==> src/rtl/mtep_pkg.sv <==
// ----------------------------------------------------------------------------
// mtep_pkg
// Types and constants shared by the MIDI track event parser.
// ----------------------------------------------------------------------------
package mtep_pkg;

  typedef struct packed {
    logic       op;
    logic [7:0] data_byte;
    logic       track_end;
  } mtep_in_t;

  typedef struct packed {
    logic [2:0]  kind;
    logic [27:0] delta_ticks;
    logic [7:0]  opcode;
    logic [3:0]  channel;
    logic        all_channels;
    logic [7:0]  param_a;
    logic [7:0]  param_b;
    logic [27:0] payload_length;
    logic [7:0]  payload_byte;
    logic [31:0] tick_frames;
    logic        last;
  } mtep_out_t;

  localparam logic [2:0] KIND_HDR   = 3'd0;
  localparam logic [2:0] KIND_PAY   = 3'd1;
  localparam logic [2:0] KIND_TEMPO = 3'd2;
  localparam logic [2:0] KIND_EOT   = 3'd3;
  localparam logic [2:0] KIND_ERR   = 3'd4;

  localparam logic [3:0] PH_DELAY  = 4'd0;
  localparam logic [3:0] PH_STATUS = 4'd1;
  localparam logic [3:0] PH_PA     = 4'd2;
  localparam logic [3:0] PH_PB     = 4'd3;
  localparam logic [3:0] PH_MTYPE  = 4'd4;
  localparam logic [3:0] PH_LEN    = 4'd5;
  localparam logic [3:0] PH_PAY    = 4'd6;
  localparam logic [3:0] PH_DONE   = 4'd7;

  localparam logic [0:0] CFG_OUTPUT_RATE = 1'd0;
  localparam logic [0:0] CFG_TPQ        = 1'd1;

  localparam int VLQ_MAX_BYTES = 4;

  localparam logic [23:0] TEMPO_DEFAULT = 24'd500000;
  localparam logic [17:0] RATE_RESET    = 18'd44100;
  localparam logic [14:0] TPQ_RESET     = 15'd480;

endpackage

==> src/rtl/midi_track_event_parser_unit.sv <==
// ----------------------------------------------------------------------------
// midi_track_event_parser_unit
// Byte-serial standard MIDI file track parser with tempo conversion.
// ----------------------------------------------------------------------------
// One track byte is taken per transfer; each byte yields up to three results,
// which leave through a one-entry output register, one per cycle while
// out_ready lets them. A byte that gives no result frees the input at once, a
// byte with results once its last result has entered the output register,
// later while that register waits on out_ready. A set-tempo event (or a restart
// that changes the tempo) also runs tick_frames = tempo*rate / (tpq*1e6) through
// a shared restoring divider, one quotient bit per cycle: a 42-bit product is
// built by one 24x18 multiply and the divisor by one 15x20 multiply, then come
// 42 divide steps and one saturate step before the results go out (the divide
// is skipped when tpq is zero). The block is not ready while it works on a
// byte.
module midi_track_event_parser_unit
  import mtep_pkg::*;
(
  input  logic        clk,
  input  logic        rst_n,
  input  logic        in_valid,
  output logic        in_ready,
  input  mtep_in_t    in_data,
  output logic        out_valid,
  input  logic        out_ready,
  output mtep_out_t   out_data,
  input  logic        cfg_we,
  input  logic [0:0]  cfg_index,
  input  logic [17:0] cfg_wdata
);

  typedef enum logic [4:0] {
    S_IDLE = 5'b00001,
    S_MUL  = 5'b00010,
    S_DIV  = 5'b00100,
    S_EMIT = 5'b01000,
    S_FIN  = 5'b10000
  } state_t;

  localparam int QW = 42;   // one quotient bit per dividend bit

  state_t      state_r, state_nxt;
  logic [17:0] rate_r;
  logic [14:0] tpq_r;
  logic [3:0]  phase_r, phase_nxt;
  logic [7:0]  rs_r, rs_nxt;
  logic [27:0] delay_r, delay_nxt;
  logic [2:0]  vcnt_r, vcnt_nxt;
  logic [27:0] len_r, len_nxt;
  logic [27:0] left_r, left_nxt;
  logic [7:0]  evop_r, evop_nxt;
  logic [7:0]  fp_r, fp_nxt;
  logic [23:0] tsh_r, tsh_nxt;
  logic [23:0] tempo_r, tempo_nxt;
  logic        err_r, err_nxt;

  // staged results of the current byte
  mtep_out_t   res_r [3];
  mtep_out_t   res_nxt [3];
  logic [1:0]  nres_r, nres_nxt;
  logic [1:0]  idx_r;
  logic [1:0]  tslot_r, tslot_nxt;
  logic        need_div;

  // divider datapath
  logic [41:0] num_r;
  logic [34:0] den_r;
  logic [QW-1:0] quo_r;
  logic [34:0] rem_r;
  logic [5:0]  dcnt_r;
  logic [35:0] rem_sh;
  logic [31:0] fpt_sat;

  mtep_out_t   out_r;
  logic        ov_r;
  mtep_out_t   emit_res;
  logic        emit_fire;

  // the output register parts the two sides: a byte's last result waiting there does not block input
  assign in_ready  = (state_r == S_IDLE);
  assign out_valid = ov_r;
  assign out_data  = out_r;

  // ------------------------------------------------------------------ parser
  function automatic mtep_out_t blank(input logic [2:0] k);
    mtep_out_t o;
    o = '0;
    o.kind = k;
    return o;
  endfunction

  always_comb begin
    logic [7:0]  b;
    logic        err;
    logic        is_st;
    logic [7:0]  lead;
    logic [7:0]  pb;
    logic [7:0]  hi;
    mtep_out_t   o;
    logic [1:0]  n;
    logic [27:0] acc;
    b = in_data.data_byte;
    err = 1'b0;
    n = '0;
    phase_nxt = phase_r; rs_nxt = rs_r; delay_nxt = delay_r; vcnt_nxt = vcnt_r;
    len_nxt = len_r; left_nxt = left_r; evop_nxt = evop_r; fp_nxt = fp_r;
    tsh_nxt = tsh_r; tempo_nxt = tempo_r; err_nxt = err_r;
    res_nxt[0] = '0; res_nxt[1] = '0; res_nxt[2] = '0;
    need_div = 1'b0;
    tslot_nxt = '0;
    is_st = 1'b0; lead = '0; pb = '0; hi = '0; o = '0; acc = '0;
    if (in_data.op) begin
      phase_nxt = PH_DELAY; rs_nxt = '0; delay_nxt = '0; vcnt_nxt = '0;
      len_nxt = '0; left_nxt = '0; evop_nxt = '0; fp_nxt = '0; tsh_nxt = '0;
      err_nxt = 1'b0;
      if (tempo_r != TEMPO_DEFAULT) begin
        tempo_nxt = TEMPO_DEFAULT;
        res_nxt[0] = blank(KIND_TEMPO);
        need_div = 1'b1;
        n = 2'd1;
      end
    end else if (err_r) begin
      res_nxt[0] = blank(KIND_ERR);
      n = 2'd1;
    end else if (phase_r != PH_DONE) begin
      unique case (phase_r)
        PH_DELAY: begin
          acc = (vcnt_r == '0) ? 28'd0 : delay_r;
          delay_nxt = {acc[20:0], b[6:0]};
          vcnt_nxt = vcnt_r + 3'd1;
          if (b[7]) begin
            if (vcnt_nxt >= 3'(VLQ_MAX_BYTES)) err = 1'b1;
          end else begin
            vcnt_nxt = '0;
            phase_nxt = PH_STATUS;
          end
        end
        PH_STATUS: begin
          is_st = b[7];
          if (is_st) begin
            lead = b; rs_nxt = b;
          end else if (rs_r[7]) begin
            lead = rs_r;
          end else begin
            err = 1'b1;
          end
          if (!err) begin
            evop_nxt = lead;
            if (lead[7:4] != 4'hF) begin
              if (is_st) begin
                phase_nxt = PH_PA;
              end else begin
                fp_nxt = b;
                if (lead[7:4] == 4'hC || lead[7:4] == 4'hD) begin
                  o = '0; o.kind = KIND_HDR; o.delta_ticks = delay_r;
                  o.opcode = {lead[7:4], 4'h0}; o.channel = lead[3:0]; o.param_a = b;
                  res_nxt[0] = o; n = 2'd1;
                  phase_nxt = PH_DELAY;
                end else begin
                  phase_nxt = PH_PB;
                end
              end
            end else begin
              rs_nxt = '0;
              if (lead == 8'hFF) phase_nxt = PH_MTYPE;
              else if (lead == 8'hF0 || lead == 8'hF7) begin
                fp_nxt = '0; vcnt_nxt = '0; phase_nxt = PH_LEN;
              end else err = 1'b1;
            end
          end
        end
        PH_PA: begin
          fp_nxt = b;
          if (evop_r[7:4] == 4'hC || evop_r[7:4] == 4'hD) begin
            o = '0; o.kind = KIND_HDR; o.delta_ticks = delay_r;
            o.opcode = {evop_r[7:4], 4'h0}; o.channel = evop_r[3:0]; o.param_a = b;
            res_nxt[0] = o; n = 2'd1;
            phase_nxt = PH_DELAY;
          end else begin
            phase_nxt = PH_PB;
          end
        end
        PH_PB: begin
          hi = {evop_r[7:4], 4'h0};
          pb = b;
          if (hi == 8'h90 && b == 8'h00) begin
            hi = 8'h80; pb = 8'h40;
          end
          o = '0; o.kind = KIND_HDR; o.delta_ticks = delay_r; o.opcode = hi;
          o.channel = evop_r[3:0]; o.param_a = fp_r; o.param_b = pb;
          res_nxt[0] = o; n = 2'd1;
          phase_nxt = PH_DELAY;
        end
        PH_MTYPE: begin
          fp_nxt = b; vcnt_nxt = '0; phase_nxt = PH_LEN;
        end
        PH_LEN: begin
          acc = (vcnt_r == '0) ? 28'd0 : len_r;
          len_nxt = {acc[20:0], b[6:0]};
          vcnt_nxt = vcnt_r + 3'd1;
          if (b[7]) begin
            if (vcnt_nxt >= 3'(VLQ_MAX_BYTES)) err = 1'b1;
          end else begin
            vcnt_nxt = '0;
            left_nxt = len_nxt;
            tsh_nxt = '0;
            o = '0; o.kind = KIND_HDR; o.delta_ticks = delay_r; o.opcode = evop_r;
            o.all_channels = 1'b1; o.param_a = (evop_r == 8'hFF) ? fp_r : 8'h00;
            o.payload_length = len_nxt;
            res_nxt[0] = o; n = 2'd1;
            phase_nxt = (len_nxt == '0) ? PH_DELAY : PH_PAY;
          end
        end
        PH_PAY: begin
          tsh_nxt = {tsh_r[15:0], b};
          o = '0; o.kind = KIND_PAY; o.delta_ticks = delay_r; o.opcode = evop_r;
          o.all_channels = 1'b1; o.param_a = (evop_r == 8'hFF) ? fp_r : 8'h00;
          o.payload_length = len_r; o.payload_byte = b;
          res_nxt[0] = o; n = 2'd1;
          left_nxt = left_r - 28'd1;
          if (left_nxt == '0) begin
            if (evop_r == 8'hFF && fp_r == 8'h51 && len_r == 28'd3 &&
                tsh_nxt != '0 && tsh_nxt != tempo_r) begin
              tempo_nxt = tsh_nxt;
              o.kind = KIND_TEMPO; o.payload_byte = '0;
              res_nxt[1] = o; n = 2'd2;
              need_div = 1'b1; tslot_nxt = 2'd1;
            end
            phase_nxt = PH_DELAY;
          end
        end
        default: err = 1'b1;
      endcase
      if (!err && in_data.track_end) begin
        if (phase_nxt == PH_DELAY && vcnt_nxt == '0) begin
          res_nxt[n] = blank(KIND_EOT);
          n = n + 2'd1;
          phase_nxt = PH_DONE;
        end else begin
          err = 1'b1;
        end
      end
      if (err) begin
        err_nxt = 1'b1;
        res_nxt[0] = blank(KIND_ERR); res_nxt[1] = '0; res_nxt[2] = '0;
        n = 2'd1; need_div = 1'b0;
      end
    end
    nres_nxt = n;
  end

  // --------------------------------------------------------------- divider
  assign rem_sh = {rem_r, num_r[41]};
  assign fpt_sat = (quo_r == '0) ? 32'd1 :
                   (|quo_r[QW-1:32]) ? 32'hFFFF_FFFF : quo_r[31:0];

  // ------------------------------------------------------------ output
  always_comb begin
    emit_res = res_r[idx_r];
    emit_res.last = (idx_r == nres_r - 2'd1);
  end

  assign emit_fire = (state_r == S_EMIT) && (!ov_r || out_ready);

  // ------------------------------------------------------------ sequencer
  always_comb begin
    state_nxt = state_r;
    unique case (state_r)
      S_IDLE: if (in_valid && in_ready) begin
        if (nres_nxt == '0) state_nxt = S_IDLE;
        else if (need_div) state_nxt = S_MUL;
        else state_nxt = S_EMIT;
      end
      S_MUL:  state_nxt = (tpq_r == '0) ? S_FIN : S_DIV;
      S_DIV:  if (dcnt_r == 6'(QW - 1)) state_nxt = S_FIN;
      S_FIN:  state_nxt = S_EMIT;
      S_EMIT: if (emit_fire && idx_r == nres_r - 2'd1) state_nxt = S_IDLE;
      default: state_nxt = S_IDLE;
    endcase
  end

  always_ff @(posedge clk) begin
    if (!rst_n) begin
      state_r <= S_IDLE;
      rate_r <= RATE_RESET; tpq_r <= TPQ_RESET;
      phase_r <= PH_DELAY; rs_r <= '0; delay_r <= '0; vcnt_r <= '0;
      len_r <= '0; left_r <= '0; evop_r <= '0; fp_r <= '0; tsh_r <= '0;
      tempo_r <= TEMPO_DEFAULT; err_r <= 1'b0;
      ov_r <= 1'b0; nres_r <= '0; idx_r <= '0;
      tslot_r <= '0;
    end else begin
      state_r <= state_nxt;
      if (cfg_we) begin
        unique case (cfg_index)
          CFG_OUTPUT_RATE: rate_r <= cfg_wdata;
          CFG_TPQ:         tpq_r <= cfg_wdata[14:0];
          default: ;
        endcase
      end
      if (emit_fire) ov_r <= 1'b1;
      else if (out_ready) ov_r <= 1'b0;
      unique case (state_r)
        S_IDLE: if (in_valid && in_ready) begin
          phase_r <= phase_nxt; rs_r <= rs_nxt; delay_r <= delay_nxt;
          vcnt_r <= vcnt_nxt; len_r <= len_nxt; left_r <= left_nxt;
          evop_r <= evop_nxt; fp_r <= fp_nxt; tsh_r <= tsh_nxt;
          tempo_r <= tempo_nxt; err_r <= err_nxt;
          res_r <= res_nxt; nres_r <= nres_nxt; idx_r <= '0;
          tslot_r <= tslot_nxt;
        end
        S_MUL: begin
          num_r <= {18'd0, tempo_r} * {24'd0, rate_r};
          den_r <= {20'd0, tpq_r} * 35'd1000000;
          rem_r <= '0; quo_r <= '0; dcnt_r <= '0;
        end
        S_DIV: begin
          // restoring step on {rem, next numerator bit}
          if (rem_sh >= {1'b0, den_r}) begin
            rem_r <= 35'(rem_sh - {1'b0, den_r});
            quo_r <= {quo_r[QW-2:0], 1'b1};
          end else begin
            rem_r <= rem_sh[34:0];
            quo_r <= {quo_r[QW-2:0], 1'b0};
          end
          num_r <= {num_r[40:0], 1'b0};
          dcnt_r <= dcnt_r + 6'd1;
        end
        S_FIN: begin
          res_r[tslot_r].tick_frames <= (tpq_r == '0) ? 32'd1000 : fpt_sat;
        end
        S_EMIT: if (emit_fire) begin
          out_r <= emit_res;
          idx_r <= idx_r + 2'd1;
        end
        default: ;
      endcase
    end
  end

endmodule

==> config.mk <==
export PLATFORM = sky130hd
export DESIGN_NAME = midi_track_event_parser_unit
export DESIGN_NICKNAME = d
export VERILOG_FILES = /design/src/rtl/mtep_pkg.sv /design/src/rtl/midi_track_event_parser_unit.sv
export SDC_FILE = /design/constraint.sdc
export NUM_CORES = 2
export LEC_CHECK = 0
export ABC_AREA = 1
export BUFFER_PORTS_ARGS = -buffer_cell sky130_fd_sc_hd__buf_2
export CELL_PAD_IN_SITES_DETAIL_PLACEMENT = 1
export CELL_PAD_IN_SITES_GLOBAL_PLACEMENT = 1
export CORE_MARGIN = 10
export CORE_UTILIZATION = 49
export DETAILED_ROUTE_END_ITERATION = 8
export GPL_TIMING_DRIVEN = 0
export PLACE_DENSITY_LB_ADDON = 0.2
export SLEW_MARGIN = 25
export SYNTH_ARGS = -nofsm -noshare
export SYNTH_HDL_FRONTEND = slang
export SYNTH_SLANG_ARGS = --single-unit
==> constraint.sdc <==
create_clock -name clk -period 10.35 [get_ports clk]
set_clock_uncertainty 0.15 [all_clocks]
set_input_delay 0.5175 -clock clk [delete_from_list [all_inputs] [get_ports clk]]
set_output_delay 0.5175 -clock clk [all_outputs]
set_load 0.02 [all_outputs]
Word-level counts from Yosys, hierarchy flattened
Index checks and enable logic that the tools add are counted.
- register bits: 871
- output and inout bits: 131
- logic and storage cells: 396
- input port bits: 34
- $lt $le $gt $ge: 7
- $mul: 2
- equality and inequality tests: 40
- reduce and logical (&&, ||, !) cells: 63
- multiplexer cells: 203
- $add $sub $neg: 7
- bitwise logic cells: 7
- operators by type and width (cell ; number):
    387-bit 2-to-1 mux ; 5
    129-bit 2-to-1 mux ; 11
    387-bit case mux with 2 select lines ; 1
    126-bit 2-to-1 mux ; 6
    127-bit case mux with 5 select lines ; 1
    129-bit demux with 2-bit select ; 2
    258-bit 2-to-1 mux ; 2
    128-bit 2-to-1 mux ; 4
    387-bit bitwise mux ; 1
    381-bit AND ; 1
    381-bit inverter ; 1
    28-bit 2-to-1 mux ; 12
    129-bit binary-select mux with 2-bit select ; 1
    8-bit 2-to-1 mux ; 29
    24-bit 2-to-1 mux ; 7
    42-bit case mux with 2 select lines ; 2
    32-bit 2-to-1 mux ; 3
    35-bit case mux with 2 select lines ; 1
    4-bit 2-to-1 mux ; 17
    16-bit 2-to-1 mux ; 4
    28-bit logical NOT ; 2
    28-bit case mux with 2 select lines ; 1
    1-bit 2-to-1 mux ; 48
    42-bit logical NOT ; 1
    other kinds (71) ; 166

Longest topological paths before layout
- word-level depth: 31
- mapped depth: 34
- mapped depth without buffers: 32

Worst setup path after synthesis
Ideal clock, no wire load.
- path type: flip-flop to flip-flop
- from: register state_r[3]
- to: register res_r[126] (netlist name), enable pin
- stages on the path, launching flop included: 11
- buffers on the path: 1
- setup slack: 2.046 ns
- required time: 9.676 ns
- period minus slack after synthesis: 8.304 ns
- setup time: 0.524 ns
- arrival: 7.630 ns
- cell sequence: dfxtp_1 > nor2_1 > inv_1 > nor3_1 > clkbuf_1 > inv_1 > nand2_1 > inv_1 > nor2_1 > nand2_1 > inv_1
- cells in the longest elaborated chain, start to end: 4
- elaborated cells between the ends (all ways): 6
- those cells by class: eq/ne (3); reduce/logical (3)
- ends and longest elaborated chain (item ; line ; source):
    start, declared ; midi_track_event_parser_unit.sv:42 ; state_t state_r, state_nxt;
    start signal, assigned ; midi_track_event_parser_unit.sv:292 ; state_r <= state_nxt;
    5-bit by 1-bit equality test with 1-bit output ; midi_track_event_parser_unit.sv:80, midi_track_event_parser_unit.sv:302 ;
    1-bit logical AND ; midi_track_event_parser_unit.sv:303 ; S_IDLE: if (in_valid && in_ready) begin
    2-bit by 1-bit != test with 1-bit output (no line) ; - ;
    3-bit AND reduction (no line) * ; - ;
    end, declared ; midi_track_event_parser_unit.sv:58 ; mtep_out_t res_r [3];
Mark *: on every way between the ends. The rest lies on a longest branch, timed or not.
A chain may end at the register's enable or synchronous reset.

Final worst setup path
- from: register rate_r[5]
- to: register num_r[33] (data pin)
- cells in the longest elaborated chain, start to end: 2
- ends and longest elaborated chain (item ; line ; source):
    start, declared ; midi_track_event_parser_unit.sv:43 ; logic [17:0] rate_r;
    start signal, assigned ; midi_track_event_parser_unit.sv:295 ; CFG_OUTPUT_RATE: rate_r <= cfg_wdata;
    24-bit by 18-bit multiplier with 42-bit output ; midi_track_event_parser_unit.sv:312 ; num_r <= {18'd0, tempo_r} * {24'd0, rate_r};
    42-bit case mux with 2 select lines ; midi_track_event_parser_unit.sv:302 ; unique case (state_r)
    end signal, assigned ; midi_track_event_parser_unit.sv:312 ;
    end signal, assigned ; midi_track_event_parser_unit.sv:325 ; num_r <= {num_r[40:0], 1'b0};
    end, declared ; midi_track_event_parser_unit.sv:66 ; logic [41:0] num_r;
Every way passes these cells.

==> run metrics <==
status completed; Power Dens Cells 271 mW/mm2; worst vdd ir 0.376 mV; shortest period the worst path allows 7.98 ns; Synth Register Bits 719; clock insertion delay at the later pin of the skew report 0.67 ns; Synth Warn # 0; Crit. End Element register; Final Hold Slack roughly 0.044 ns; post-route cell area 0.0563 mm2; first-pass GRT wire length between 200 and 300 mm; critical path's largest stage delay approximately 0.74 ns; Core ar. around 0.1 mm2; post-layout util ~55%; mux cell area share after synthesis 0%; RePlAce Congestion slightly below 1; Placed Area ~0.054 mm2; clock transition at the registers of the reported paths approximately 0.07 ns; Post-Synth XOR/XNOR Area 1.71%; vias in the first global route 44,596; initial antenna violation count 12; Most used DFF post-synth edfxtp_1; routed wire length 164 mm; Post-Syn Instances 5,719; CP cell instances clkbuf_1 -> clkbuf_1 -> nand2_1 -> fa_1 -> inv_1 -> fa_1 -> inv_1 -> fa_1 -> inv_1 -> fa_1 -> fa_1 -> inv_1 -> fa_1 -> inv_1 -> ha_1 -> nand2_1 -> nor2_1 -> nand2_1 -> nor4_1 -> a21oi_1 -> o21bai_1 -> a21oi_1 -> xor2_1 -> o21ai_0; post-synthesis async set-or-reset flop share 0%; 1st-iter DRT viols 2,689; total power 15.2 mW; Post-CTS Resized 0; wire per inst 22.0 um; hold crit path type input pin to register; Setup-failing EPs final 0; CTS tree yes; CTS Hold Bufs 12; Die H 341 um; most common cell after layout, fill and taps aside nand2_1; Critical Path Start rate_r[5]$_SDFFE_PN0P_; post-CTS setup repair buffer count 0; H-tree levels 3; largest net degree at the start of global routing roughly 110; Hold Startpoint cfg_wdata[3]; die area 0.117 mm2; crit share post-route a little under 80%; Max Cap Viol 0; via count 41,354; RSZ-0062 raised after global routing false; Buf/Inv on CP 7; IO buf count 161; via/cell ratio approximately 5.5; Synth cell types 66; clock root buffer clkbuf_16; Initial Util 49.5%; Req. time, crit path approximately 11 ns; final worst slack 2.37 ns; area share of and/or/nand/nor cells after synthesis 16.8%; Adder-Cell Fraction of Synth Area around 22%; total track usage about 28%; worst reg2reg startpoint rate_r[5]$_SDFFE_PN0P_; total CTS buffers 80; CTS Buffer Depth 3; flop2flop setup slack 2.37 ns; GRT overflow 0; largest family of logic cells by synthesized area adder cells; drt pass-1 iters 5; Rel. slew slack 27.3%; compound-cell area share of the yosys netlist 10.3%; CP max stage cell clkbuf_1; antenna viol nets, final 0; Startpoint Class register; I/O pin cnt 165; family with the most delay on the worst path adder cells; layout cells sized above 1 7.91%; crit path kind register to register; Fin. Hold Viols 0; synthesized area 0.0506 mm2; worst path arrival time 8.21 ns; DRC 0; max-slew violations 0; Pleak 25.3 nW; die width ~340 um; commonest non-fill, non-tap cells in the layout nand2_1, inv_1, edfxtp_1; pre-CTS WS 2.45 ns; Area growth, synth to finish 11.3%; Sink Count 719; most frequent CP cell fa_1; Seq/Total Area, Yosys 38.7%; EDFF count, synth just over 500; FP Rows 117; dpl hpwl 128 mm; Synth Area per Inst 8.85 um2; Slew @ Worst Pin 1.09 ns; FMAX 0.125 GHz; Final #Nets 6,718; worst-path fanout max 10
where the power goes:
part | switching, mW | internal, mW | leakage, nW
clock network | 1.22 | 1.60 | 1.24
registers | 0.223 | 3.89 | 6.49
logic | 5.43 | 2.87 | 17.5
total | 6.88 | 8.36 | 25.3
cell families after synthesis:
logic type	after synthesis
AO/OA/AOI/OAI	943
XOR/XNOR	99
adder cells (fa/ha/maj)	666
buffers and inverters	1314
flip-flops	719
other	1
AND/OR/NAND/NOR	1977
worst paths after layout:
| check | depth (start not counted) | end |
|---|---|---|
| max reg2reg | 24 | num_r[33]$_DFFE_PP_ |
| min | 3 | rate_r[3]$_SDFFE_PN0P_ |
| min reg2reg | 2 | rs_r[6]$_SDFFE_PN0P_ |
| max | 24 | num_r[33]$_DFFE_PP_ |
state kept, by name (all words and copies together) (netlist names), 24 cells and up:
name and cells:
delay_r 28, den_r 29, res_r 236, quo_r 42
len_r 28, rem_r 35, num_r 42, left_r 28
out_data 129, tempo_r 24
tightest hold or removal path: cells and delay by family:
family	cells	cell delay, ns
and+or+nand+nor	2	0.16
buffers and inverters	1	0.13
cells in the mapped netlist, drive strengths merged, types with 34 or more instances:
cell    count  area (um2)
nor3      151        1010
fa        403        8070
ha        263        3290
nor2      377        1550
a21oi     486        2450
o21ai     278        1410
xnor2      46         403
clkbuf    219         822
xor2       53         464
nor4       34         234
edfxtp    519       15600
inv      1024        3840
nand4      46         300
nand3     117         596
dfxtp     200        4000
buf        64         380
nand2    1220        4630
a211oi     48         360
stage by stage:
| stage | instances | TNS (ns) |
|---|---|---|
| global route | 7457 | 0 |
| finish | 7459 | 0 |
| CTS | 7452 | 0 |
| global placement | 7278 | -378.07 |
| floorplan | 5749 | 0 |
| detailed placement | 7292 | 0 |
routing by layer:
layer  global-route usage [%]  vias to the layer above  routed length, um
li1                         -                    18949                  -
met1                     35.3                    20797              67500
met2                     47.8                     1268              80200
met3                     4.38                      330              10000
met4                     10.9                       10               6450
met5                        0                        -                 65
final cells by class:
cell class	instances	area, um2
fillers	12109	45900
multi-input cells	3716	26100
flip-flops and latches	719	19600
inverters	1030	3870
clock buffers	113	2210
well taps	1368	1710
repair buffers	187	1270
plain buffers	284	1210
clock inverters	35	334
diodes	7	17.5
Note: power is estimated with default switching activity, not from simulation.
